**config.mk**
```make
export PLATFORM = sky130hd
export DESIGN_NAME = wall_follow_pid_steering_top
export DESIGN_NICKNAME = d
export VERILOG_FILES = /design/src/hdl/wfps_pkg.sv /design/src/hdl/wall_follow_pid_steering_top.sv /design/src/hdl/wfps_sector.sv /design/src/hdl/wfps_track.sv /design/src/hdl/wfps_pid_mac.sv
export SDC_FILE = /design/constraint.sdc
export NUM_CORES = 2
export LEC_CHECK = 0
export ABC_AREA = 1
export BUFFER_PORTS_ARGS = -buffer_cell sky130_fd_sc_hd__buf_4
export CORE_UTILIZATION = 60
export CTS_CLUSTER_DIAMETER = 80
export CTS_CLUSTER_SIZE = 30
export DETAILED_ROUTE_END_ITERATION = 6
export PLACE_DENSITY = 0.87
export SYNTH_ARGS = -nofsm -noshare
export SYNTH_HDL_FRONTEND = slang
export SYNTH_SLANG_ARGS = --single-unit
```
**constraint.sdc**
```tcl
create_clock -name aclk -period 8.7 [get_ports aclk]
set_clock_uncertainty 0.2 [all_clocks]
set_input_delay 0.87 -clock aclk [delete_from_list [all_inputs] [get_ports aclk]]
set_output_delay 0.87 -clock aclk [all_outputs]
set_load 0.03 [all_outputs]
```
**src/hdl/wfps_pkg.sv**
```systemverilog
// Shared types and constants for the wall-following PID steering block.
// No dependencies; every other file in hdl/ imports this package.
`default_nettype none

package wfps_pkg;

    // Largest scan the sector logic is sized for. The split computation
    // below is exact for lengths up to 2047.
    localparam int MAX_SCAN_LENGTH = 1024;

    localparam int LEN_W   = 11;
    localparam int IDX_W   = 10;
    localparam int RANGE_W = 16;
    localparam int GAIN_W  = 16;
    localparam int ERR_W   = 17;
    localparam int DER_W   = 18;
    localparam int INTEG_W = 24;
    localparam int TICKS_W = 8;
    localparam int LIN_W   = 11;
    localparam int ANG_W   = 16;
    localparam int CFG_IDX_W  = 3;
    localparam int CFG_DATA_W = 16;
    localparam int S_TDATA_W  = 32;
    localparam int M_TDATA_W  = 32;

    localparam logic [LEN_W-1:0] MAX_LEN = LEN_W'(MAX_SCAN_LENGTH);
    localparam logic [LEN_W-1:0] MIN_LEN = LEN_W'(3);

    // len/3 is computed as (len * 683) >> 11.
    localparam logic [LEN_W-1:0] SPLIT_RECIP = LEN_W'(683);
    localparam int SPLIT_SHIFT = 11;

    localparam logic signed [LIN_W-1:0] LIN_AVOID = -11'sd50;
    localparam logic signed [LIN_W-1:0] LIN_DRIVE = 11'sd500;
    localparam logic signed [ANG_W-1:0] ANG_AVOID = 16'sd1000;
    localparam logic signed [ANG_W-1:0] ANG_ZERO  = 16'sd0;
    localparam logic signed [ANG_W-1:0] ANG_MAX   = 16'sh7FFF;
    localparam logic signed [ANG_W-1:0] ANG_MIN   = -16'sh8000;

    localparam logic signed [INTEG_W-1:0] INTEG_MAX = 24'sh7FFFFF;
    localparam logic signed [INTEG_W-1:0] INTEG_MIN = -24'sh800000;

    typedef enum logic {
        CMD_SAMPLE = 1'b0,
        CMD_TICK   = 1'b1
    } cmd_t;

    typedef enum logic [CFG_IDX_W-1:0] {
        CFG_SCAN_LENGTH = 3'd0,
        CFG_THRESHOLD   = 3'd1,
        CFG_TARGET      = 3'd2,
        CFG_KP          = 3'd3,
        CFG_KI_DT       = 3'd4,
        CFG_KD_OVER_DT  = 3'd5,
        CFG_LOST_LIMIT  = 3'd6
    } cfg_idx_t;

    typedef enum logic [1:0] {
        KIND_AVOID    = 2'd0,
        KIND_STRAIGHT = 2'd1,
        KIND_PID      = 2'd2
    } kind_t;

    typedef struct packed {
        logic [RANGE_W-1:0] right;
        logic [RANGE_W-1:0] front;
        logic [RANGE_W-1:0] left;
    } sectors_t;

    // One control tick on its way from the tracking stage to the multipliers.
    typedef struct packed {
        logic                       valid;
        kind_t                      kind;
        logic                       lost;
        logic signed [ERR_W-1:0]    err;
        logic signed [INTEG_W-1:0]  integ;
        logic signed [DER_W-1:0]    der;
    } op_t;

endpackage

`default_nettype wire

```
**src/hdl/wall_follow_pid_steering_top.sv**
```systemverilog
// Top level of the wall-following PID steering block: input register,
// configuration registers and the sector, tracking and PID stages.
// Depends on wfps_pkg, wfps_sector, wfps_track and wfps_pid_mac.
//
// Usage:
//   The s_ channel carries one item per transfer. s_tuser[0] selects a range
//   sample (0) or a control tick (1); s_tdata holds the sample index and the
//   range. Samples update the sector minima and give no result. Each tick
//   gives exactly one result on the m_ channel: linear and angular velocity
//   and the lost flag.
//   Throughput is one item per cycle while no result is stalled. A sample
//   passes the input register and then updates the sector minima; a
//   tick's result reaches m_tvalid through the input register, tracking
//   stage, multiplier stage and result register. The three PID products are
//   formed in parallel in one stage and summed in the next.
//   When m_tready is low with a result waiting, the tick stages hold and
//   s_tready drops only once a tick sits in the input register; samples
//   keep flowing past a stalled result.
//   Configuration is written through cfg_wr_en/cfg_index/cfg_wdata while
//   the block is idle. Reset (aresetn low, synchronous) restores register
//   defaults, sets all sector distances to the maximum range and clears
//   the lost counter, the lost flag and the PID state.
`default_nettype none

module wall_follow_pid_steering_top (
    input  wire logic                               aclk,
    input  wire logic                               aresetn,
    input  wire logic                               s_tvalid,
    output logic                                    s_tready,
    // [9:0] sample_index, [25:10] range_mm, [31:26] zero
    input  wire logic [wfps_pkg::S_TDATA_W-1:0]     s_tdata,
    // [0] command
    input  wire logic [0:0]                         s_tuser,
    output logic                                    m_tvalid,
    input  wire logic                               m_tready,
    // [10:0] linear_velocity, [26:11] angular_velocity, [27] lost_state,
    // [31:28] zero
    output logic [wfps_pkg::M_TDATA_W-1:0]          m_tdata,
    input  wire logic                               cfg_wr_en,
    input  wire logic [wfps_pkg::CFG_IDX_W-1:0]     cfg_index,
    input  wire logic [wfps_pkg::CFG_DATA_W-1:0]    cfg_wdata
);
    import wfps_pkg::*;

    logic [LEN_W-1:0]           scan_length_reg;
    logic [RANGE_W-1:0]         threshold_reg;
    logic [RANGE_W-1:0]         target_reg;
    logic signed [GAIN_W-1:0]   kp_reg;
    logic signed [GAIN_W-1:0]   ki_reg;
    logic signed [GAIN_W-1:0]   kd_reg;
    logic [TICKS_W-1:0]         lost_limit_reg;

    logic                       in_valid_reg;
    cmd_t                       in_cmd_reg;
    logic [IDX_W-1:0]           in_idx_reg;
    logic [RANGE_W-1:0]         in_range_reg;

    logic                       adv;
    logic                       in_go;
    logic                       sample_go;
    logic                       tick_go;
    sectors_t                   sectors;
    op_t                        op;
    logic signed [LIN_W-1:0]    linear_velocity;
    logic signed [ANG_W-1:0]    angular_velocity;
    logic                       lost_state;

    always_ff @(posedge aclk) begin
        if (!aresetn) begin
            scan_length_reg <= LEN_W'(720);
            threshold_reg   <= RANGE_W'(500);
            target_reg      <= RANGE_W'(500);
            kp_reg          <= GAIN_W'(256);
            ki_reg          <= '0;
            kd_reg          <= '0;
            lost_limit_reg  <= TICKS_W'(75);
        end else if (cfg_wr_en) begin
            unique case (cfg_index)
                CFG_SCAN_LENGTH: scan_length_reg <= cfg_wdata[LEN_W-1:0];
                CFG_THRESHOLD:   threshold_reg   <= cfg_wdata;
                CFG_TARGET:      target_reg      <= cfg_wdata;
                CFG_KP:          kp_reg          <= cfg_wdata;
                CFG_KI_DT:       ki_reg          <= cfg_wdata;
                CFG_KD_OVER_DT:  kd_reg          <= cfg_wdata;
                CFG_LOST_LIMIT:  lost_limit_reg  <= cfg_wdata[TICKS_W-1:0];
                default: begin
                end
            endcase
        end
    end

    // A sample always leaves the input register; a tick waits for the
    // tick path to move.
    assign sample_go = in_valid_reg && (in_cmd_reg == CMD_SAMPLE);
    assign tick_go   = in_valid_reg && (in_cmd_reg == CMD_TICK) && adv;
    assign in_go     = sample_go || tick_go;
    assign s_tready  = !in_valid_reg || in_go;

    always_ff @(posedge aclk) begin
        if (!aresetn) begin
            in_valid_reg <= 1'b0;
        end else if (s_tready) begin
            in_valid_reg <= s_tvalid;
        end
    end

    always_ff @(posedge aclk) begin
        if (s_tready && s_tvalid) begin
            in_cmd_reg   <= cmd_t'(s_tuser[0]);
            in_idx_reg   <= s_tdata[IDX_W-1:0];
            in_range_reg <= s_tdata[IDX_W +: RANGE_W];
        end
    end

    wfps_sector u_sector (
        .aclk         (aclk),
        .aresetn      (aresetn),
        .sample_go    (sample_go),
        .sample_index (in_idx_reg),
        .range_mm     (in_range_reg),
        .scan_length  (scan_length_reg),
        .sectors      (sectors)
    );

    wfps_track u_track (
        .aclk         (aclk),
        .aresetn      (aresetn),
        .adv          (adv),
        .tick_go      (tick_go),
        .sectors      (sectors),
        .threshold_mm (threshold_reg),
        .target_mm    (target_reg),
        .lost_limit   (lost_limit_reg),
        .op           (op)
    );

    wfps_pid_mac u_pid_mac (
        .aclk             (aclk),
        .aresetn          (aresetn),
        .op               (op),
        .kp               (kp_reg),
        .ki_dt            (ki_reg),
        .kd_over_dt       (kd_reg),
        .m_tready         (m_tready),
        .adv              (adv),
        .m_tvalid         (m_tvalid),
        .linear_velocity  (linear_velocity),
        .angular_velocity (angular_velocity),
        .lost_state       (lost_state)
    );

    assign m_tdata = {4'b0000, lost_state, angular_velocity, linear_velocity};

endmodule

`default_nettype wire

```
**src/hdl/wfps_sector.sv**
```systemverilog
// Running per-sector minima over one scan and the committed sector distances.
// Depends on wfps_pkg.
`default_nettype none

module wfps_sector (
    input  wire logic                           aclk,
    input  wire logic                           aresetn,
    input  wire logic                           sample_go,
    input  wire logic [wfps_pkg::IDX_W-1:0]     sample_index,
    input  wire logic [wfps_pkg::RANGE_W-1:0]   range_mm,
    input  wire logic [wfps_pkg::LEN_W-1:0]     scan_length,
    output wfps_pkg::sectors_t                  sectors
);
    import wfps_pkg::*;

    logic [RANGE_W-1:0]           wm_reg [3];
    logic [RANGE_W-1:0]           wm_next [3];
    logic [RANGE_W-1:0]           sd_reg [3];
    logic [RANGE_W-1:0]           sd_next [3];
    logic [LEN_W-1:0]             len_eff;
    logic [2*LEN_W-1:0]           split_prod;
    logic [LEN_W-1:0]             split;
    logic [LEN_W-1:0]             idx_ext;
    logic [1:0]                   sel;
    logic                         in_scan;
    logic                         last;

    always_comb begin
        if (scan_length < MIN_LEN) begin
            len_eff = MIN_LEN;
        end else if (scan_length > MAX_LEN) begin
            len_eff = MAX_LEN;
        end else begin
            len_eff = scan_length;
        end
    end

    assign split_prod = len_eff * SPLIT_RECIP;
    assign split      = split_prod[SPLIT_SHIFT +: LEN_W];
    assign idx_ext    = LEN_W'(sample_index);
    assign in_scan    = idx_ext < len_eff;
    assign last       = idx_ext == (len_eff - LEN_W'(1));

    always_comb begin
        if (idx_ext < split) begin
            sel = 2'd0;
        end else if (idx_ext < {split[LEN_W-2:0], 1'b0}) begin
            sel = 2'd1;
        end else begin
            sel = 2'd2;
        end
    end

    always_comb begin
        for (int i = 0; i < 3; i++) begin
            wm_next[i] = wm_reg[i];
            sd_next[i] = sd_reg[i];
        end
        if (sample_go && in_scan) begin
            if (range_mm < wm_reg[sel]) begin
                wm_next[sel] = range_mm;
            end
            // The closing sample commits the minima including itself.
            if (last) begin
                for (int i = 0; i < 3; i++) begin
                    sd_next[i] = wm_next[i];
                    wm_next[i] = '1;
                end
            end
        end
    end

    always_ff @(posedge aclk) begin
        if (!aresetn) begin
            for (int i = 0; i < 3; i++) begin
                wm_reg[i] <= '1;
                sd_reg[i] <= '1;
            end
        end else begin
            for (int i = 0; i < 3; i++) begin
                wm_reg[i] <= wm_next[i];
                sd_reg[i] <= sd_next[i];
            end
        end
    end

    assign sectors.right = sd_reg[0];
    assign sectors.front = sd_reg[1];
    assign sectors.left  = sd_reg[2];

endmodule

`default_nettype wire

```
**src/hdl/wfps_track.sv**
```systemverilog
// Tick stage: lost tracking, command choice and the PID error state.
// Depends on wfps_pkg.
`default_nettype none

module wfps_track (
    input  wire logic                           aclk,
    input  wire logic                           aresetn,
    input  wire logic                           adv,
    input  wire logic                           tick_go,
    input  wire wfps_pkg::sectors_t             sectors,
    input  wire logic [wfps_pkg::RANGE_W-1:0]   threshold_mm,
    input  wire logic [wfps_pkg::RANGE_W-1:0]   target_mm,
    input  wire logic [wfps_pkg::TICKS_W-1:0]   lost_limit,
    output wfps_pkg::op_t                       op
);
    import wfps_pkg::*;

    logic [TICKS_W-1:0]         ticks_reg, ticks_next;
    logic                       lost_reg, lost_next;
    logic signed [ERR_W-1:0]    prev_err_reg, prev_err_next;
    logic signed [INTEG_W-1:0]  integ_reg, integ_next;
    op_t                        op_reg, op_next;

    logic [TICKS_W-1:0]         limit;
    logic [TICKS_W-1:0]         ticks_inc;
    logic                       all_clear;
    logic                       near;
    logic signed [ERR_W-1:0]    err;
    logic signed [DER_W-1:0]    der;
    logic signed [INTEG_W:0]    integ_sum;
    logic signed [INTEG_W-1:0]  integ_sat;
    kind_t                      kind;

    assign limit = (lost_limit == '0) ? TICKS_W'(1) : lost_limit;
    assign all_clear = (sectors.front > threshold_mm) && (sectors.right > threshold_mm)
                    && (sectors.left > threshold_mm);
    assign near = (sectors.front < threshold_mm) || (sectors.right < threshold_mm);
    assign ticks_inc = (ticks_reg < limit) ? ticks_reg + TICKS_W'(1) : ticks_reg;

    assign err = $signed({1'b0, target_mm}) - $signed({1'b0, sectors.right});
    assign der = DER_W'(err) - DER_W'(prev_err_reg);
    assign integ_sum = (INTEG_W+1)'(integ_reg) + (INTEG_W+1)'(err);

    always_comb begin
        if (integ_sum[INTEG_W] == integ_sum[INTEG_W-1]) begin
            integ_sat = integ_sum[INTEG_W-1:0];
        end else if (integ_sum[INTEG_W]) begin
            integ_sat = INTEG_MIN;
        end else begin
            integ_sat = INTEG_MAX;
        end
    end

    always_comb begin
        ticks_next    = ticks_reg;
        lost_next     = lost_reg;
        prev_err_next = prev_err_reg;
        integ_next    = integ_reg;
        op_next       = op_reg;
        kind          = KIND_PID;

        if (all_clear) begin
            ticks_next = ticks_inc;
            if (ticks_inc >= limit) begin
                lost_next = 1'b1;
            end
        end else if (near) begin
            ticks_next = '0;
            lost_next  = 1'b0;
        end

        if (sectors.front < threshold_mm) begin
            kind = KIND_AVOID;
        end else if (lost_next) begin
            kind = KIND_STRAIGHT;
        end

        if (adv) begin
            op_next.valid = tick_go;
            op_next.kind  = kind;
            op_next.lost  = lost_next;
            op_next.err   = err;
            op_next.integ = integ_sat;
            op_next.der   = der;
        end

        if (!tick_go) begin
            ticks_next    = ticks_reg;
            lost_next     = lost_reg;
        end else if (kind == KIND_PID) begin
            prev_err_next = err;
            integ_next    = integ_sat;
        end
    end

    always_ff @(posedge aclk) begin
        if (!aresetn) begin
            ticks_reg    <= '0;
            lost_reg     <= 1'b0;
            prev_err_reg <= '0;
            integ_reg    <= '0;
            op_reg       <= '0;
        end else begin
            ticks_reg    <= ticks_next;
            lost_reg     <= lost_next;
            prev_err_reg <= prev_err_next;
            integ_reg    <= integ_next;
            op_reg       <= op_next;
        end
    end

    assign op = op_reg;

endmodule

`default_nettype wire

```
**src/hdl/wfps_pid_mac.sv**
```systemverilog
// PID products, their sum with floor scaling and saturation, and the
// result register. Depends on wfps_pkg.
`default_nettype none

module wfps_pid_mac (
    input  wire logic                                   aclk,
    input  wire logic                                   aresetn,
    input  wire wfps_pkg::op_t                          op,
    input  wire logic signed [wfps_pkg::GAIN_W-1:0]     kp,
    input  wire logic signed [wfps_pkg::GAIN_W-1:0]     ki_dt,
    input  wire logic signed [wfps_pkg::GAIN_W-1:0]     kd_over_dt,
    input  wire logic                                   m_tready,
    output logic                                        adv,
    output logic                                        m_tvalid,
    output logic signed [wfps_pkg::LIN_W-1:0]           linear_velocity,
    output logic signed [wfps_pkg::ANG_W-1:0]           angular_velocity,
    output logic                                        lost_state
);
    import wfps_pkg::*;

    localparam int PE_W  = GAIN_W + ERR_W;
    localparam int PI_W  = GAIN_W + INTEG_W;
    localparam int PD_W  = GAIN_W + DER_W;
    localparam int ACC_W = PI_W + 2;

    logic                       pv_reg;
    kind_t                      pkind_reg;
    logic                       plost_reg;
    logic signed [PE_W-1:0]     pe_reg, pe_next;
    logic signed [PI_W-1:0]     pi_reg, pi_next;
    logic signed [PD_W-1:0]     pd_reg, pd_next;

    logic                       mv_reg;
    logic signed [LIN_W-1:0]    lin_reg, lin_next;
    logic signed [ANG_W-1:0]    ang_reg, ang_next;
    logic                       lost_reg;

    logic signed [ACC_W-1:0]    acc;
    logic signed [ANG_W-1:0]    ang_pid;

    // The whole tick path moves together whenever the result slot frees up.
    assign adv = !mv_reg || m_tready;

    assign pe_next = kp * op.err;
    assign pi_next = ki_dt * op.integ;
    assign pd_next = kd_over_dt * op.der;

    assign acc = ACC_W'(pe_reg) + ACC_W'(pi_reg) + ACC_W'(pd_reg);

    // Dropping the low eight bits of a two's complement value is floor(acc/256).
    always_comb begin
        if (acc[ACC_W-1:ANG_W+7] == '0 || acc[ACC_W-1:ANG_W+7] == '1) begin
            ang_pid = acc[ANG_W+7:8];
        end else if (acc[ACC_W-1]) begin
            ang_pid = ANG_MIN;
        end else begin
            ang_pid = ANG_MAX;
        end
    end

    always_comb begin
        case (pkind_reg)
            KIND_AVOID: begin
                lin_next = LIN_AVOID;
                ang_next = ANG_AVOID;
            end
            KIND_STRAIGHT: begin
                lin_next = LIN_DRIVE;
                ang_next = ANG_ZERO;
            end
            default: begin
                lin_next = LIN_DRIVE;
                ang_next = ang_pid;
            end
        endcase
    end

    always_ff @(posedge aclk) begin
        if (!aresetn) begin
            pv_reg <= 1'b0;
            mv_reg <= 1'b0;
        end else if (adv) begin
            pv_reg <= op.valid;
            mv_reg <= pv_reg;
        end
    end

    always_ff @(posedge aclk) begin
        if (adv) begin
            pkind_reg <= op.kind;
            plost_reg <= op.lost;
            pe_reg    <= pe_next;
            pi_reg    <= pi_next;
            pd_reg    <= pd_next;
            lin_reg   <= lin_next;
            ang_reg   <= ang_next;
            lost_reg  <= plost_reg;
        end
    end

    assign m_tvalid         = mv_reg;
    assign linear_velocity  = lin_reg;
    assign angular_velocity = ang_reg;
    assign lost_state       = lost_reg;

endmodule

`default_nettype wire
```
==> run metrics <==
crit path time final=about 8.4 ns; Total GRT Usage=between 30% and 40%; largest net degree at the start of global routing=107; CP Launch Type=flip-flop; TritonCTS buffer count=29; Max Slew Vio Count=0; die height=325.4 µm; RePlAce Congestion=between 0.9 and 1; compound-gate portion of the synthesized area=8.368%; simple-gate portion of the synthesized area=about 15%; Crit path arrival time=between 8 and 9 ns; status=finished, final reports clean; io pins=91; synthesized area=62740 µm²; first-pass GRT wire length=between 200000 and 300000 µm; Finish-stage setup viols=0; post-synthesis sequential area ratio=approximately 17%; r2r worst-path depth=48; fin crit share=a little over nine tenths; synth warn=0; CP most frequent cell=inv_1; final std cells w/o fill=~8900; initial core utilization=around three fifths; Max-slew headroom=approximately 17%; TritonCTS Sinks=467; area of the multi-input gates=43890 µm²; Area growth, synth to finish=5.143%; critical path required time=between 9 and 10 ns; post-synth top area cell=fa_1; vias post-DR=50468; Seq pwr share=between 20 and 30%; sw power=roughly 0.0057 W; DR WL/cell=~18 µm; CTS root buf=clkbuf_16; # rows=about 120; H-Tree Depth=1; clock power share=approximately 15%; Worst VDD drop=roughly 240 µV; fraction of layout instances using a drive strength above 1=between 5 and 6%; clk_lat worst skew=between 0.6 and 0.7 ns; CP endpoint kind=flip-flop; reg-to-reg setup timing slack=0.34 ns; Final Hold Fails=0; vias in the first global route=about 53000; Worst-Margin Slew=approximately 1.2 ns; RR Startpoint=scan_length_reg[7]$_SDFFE_PN1P_; Main synth FF type=dfxtp_1; clock slew seen by the registers of the worst setup and hold paths=around 0.11 ns; Crit path max-delay family=adder cells; Routed Antenna Nets=0; HPWL Detailed=128300 µm; Die X=approximately 330 µm; Commonest cells post-synth=inv_1 (1770), nand2_1 (1722), fa_1 (1008); synth top area cells=fa_1 (32%), ha_1 (11%), inv_1 (11%), nand2_1 (10%), dfxtp_1 (9.9%); TritonCTS clock tree=built; Slowest-stage cell, CP=fa_1; Adder-Cell Fraction of Synth Area=around 43%; CP max FO=24; placed cells=between 8000 and 9000; most frequent cell after synthesis=inv_1; Fmax achieved=about 0.12 GHz; largest family of logic cells by synthesized area=adder cells; DIE AREA=roughly 110000 µm²; max_cap viols=0; Syn Inst Count=around 7700; HP Start=s_tdata[10]; worst min-delay path class=input pin to flip-flop; setup ws final=0.3360 ns; worst hold slack=about 0.16 ns; Sw Share=roughly half; Post-synth EDFFs=approximately 160; pre-CTS setup slack=-0.1295 ns; critical path type=flip-flop to flip-flop; Largest register FFs=63; Yosys top cell area share=about a third; Seq cells post-synth=467; DR vias/cell=between 5 and 6; Overflow after GRT=0; core area=just over 100000 µm²; fin nets=about 9100; DRC viols=0; Synth Area per Inst=just over 8 µm²; Synth Area in XOR/XNOR=about 3.3%; Unique masters post-synth=58; Min-Delay Endpoint=in_range_reg[0]$_DFFE_PP_; DRT iter0 DRCs=4539; CP max stage delay=0.52 ns; Seq. cell area=between 10000 and 15000 µm²; DRT Pass-1 Iters=6; Internal=a little under 0.006 W; initial antenna violation count=14; input/output buffers=75; Worst Path Buf+Inv=13; Worst R2R End=u_sector.sd_reg[0][7]$_SDFFE_PN1P_; fill count=about 8000; Comb power frac=about three fifths; PwrDens=175.8 nW/µm²; Synth async-reset ratio=0%; hold depth=1; final WL=~160000 µm; Pleak=33.11 nW; post-synthesis mux area share=less than 1%; clock buffer depth=3
==> worst reg2reg max path: cells and delay by family (launching register included) <==
kind,cells,cell delay [ns]
buffers and inverters,13,1.19
adder cells (fa/ha/maj),8,3.14
flip-flops,1,0.49
AND/OR/NAND/NOR,17,1.60
AO/OA/AOI/OAI,9,1.48
XOR/XNOR,1,0.17
==> kinds of logic (layout without fill, tap and decap cells) <==
kind of cell	count (synthesis)	after routing
other	2	12
muxes	2	2
adders and majority gates	1543	1543
DFF	467	467
AOI/OAI and AO/OA	942	942
and+or+nand+nor	2337	2338
buffers and inverters	2141	2025
xor gates and xnor gates	238	238
==> area by class of cell <==
cell class                 instances  area share, %
clock buffer                      31          1.111
sequential                       467          16.55
antenna                            3        0.01138
multi-input combinational       5072          66.54
clock inverter                    23         0.6335
inverter                        1783          10.17
timing repair buffer             188          2.377
tap                             1380          2.617
==> power groups by stage <==
stage / clock network [W] / logic, W / registers [W]
3_3_place_gp: 0 / 0.00627 / 0.00312
5_1_grt: 0.00180 / 0.00757 / 0.00314
3_5_place_dp: 0 / 0.00647 / 0.00314
4_1_cts: 0.00173 / 0.00654 / 0.00309
6_report: 0.00172 / 0.00676 / 0.00312
2_1_floorplan: 0 / 0.00487 / 0.00289
==> metal layers <==
layer / vias up / share of wire [%] / wire length (µm) / track usage (%)
li1: 22864 / - / - / -
met1: 24399 / 37 / 60140 / 37.75
met2: 2545 / 47 / 77550 / 52.86
met3: 652 / 10 / 16350 / 6.202
met4: 8 / 6.0 / 9856 / 16.79
met5: - / 0.035 / 58 / 0
==> placed cells by master (no fill, tap or decap), types with 6 or more instances in the layout <==
master     count
nor3_1        26
o21a_1        12
or2_1          8
a21oi_1      419
inv_1       1764
a221oi_1       6
o31ai_1        8
nor4_1         9
inv_2         10
buf_12         6
nand2_1     1720
o211ai_1      41
fa_1        1008
ha_1         532
a21oi_2        6
nor2_2        10
o21ai_2        6
nand4_1       25
a31oi_1       18
o21ai_0      309
o21ai_1        6
o221ai_1      15
xor2_1       144
or2_2         67
clkbuf_16     33
edfxtp_1     156
buf_4        176
conb_1         9
a211oi_1      12
a21o_1        13
xnor2_1       94
dfxtp_1      307
o21bai_1      50
nand3_1      170
nor2_1       278
==> what timing repair did <==
item | CTS | global route
gates cloned | 0 | 6
setup buffers | 2 | 18
hold buffers | 0 | 0
endpoints found under the setup margin | 88 | 96
pin swaps | 0 | 19
gates resized for setup | 4 | 45
==> through the flow <==
stage	power, W	instance area [µm²]	setup TNS, ns	util [%]
finish	0.01159	65970	0	63.65
global placement	0.009391	64320	0	62.06
CTS	0.01137	65500	0	63.20
detailed placement	0.009617	64320	-7.975	62.06
floorplan	0.007756	62770	0	-
global route	0.01251	65960	-7.257	63.64
==> worst max-delay path by stage <==
| stage | startpoint | to | slack, ns | cells after the start |
|---|---|---|---|---|
| after floorplan | scan_length_reg[6]$_SDFFE_PN1P_ | u_sector.wm_reg[1][12]$_SDFFE_PN1P_ | 0.07 | 50 |
| after global placement | scan_length_reg[6]$_SDFFE_PN1P_ | u_sector.sd_reg[0][5]$_SDFFE_PN1P_ | 0.09 | 48 |
| after detailed placement | scan_length_reg[5]$_SDFFE_PN0P_ | u_sector.sd_reg[0][4]$_SDFFE_PN1P_ | -0.13 | 48 |
| after CTS | scan_length_reg[5]$_SDFFE_PN0P_ | u_sector.sd_reg[0][2]$_SDFFE_PN1P_ | 0.01 | 49 |
| after global routing | scan_length_reg[9]$_SDFFE_PN1P_ | u_sector.sd_reg[0][7]$_SDFFE_PN1P_ | -0.15 | 47 |
| final | scan_length_reg[7]$_SDFFE_PN1P_ | u_sector.sd_reg[0][7]$_SDFFE_PN1P_ | 0.34 | 48 |
Note: power is estimated with default switching activity, not from simulation.
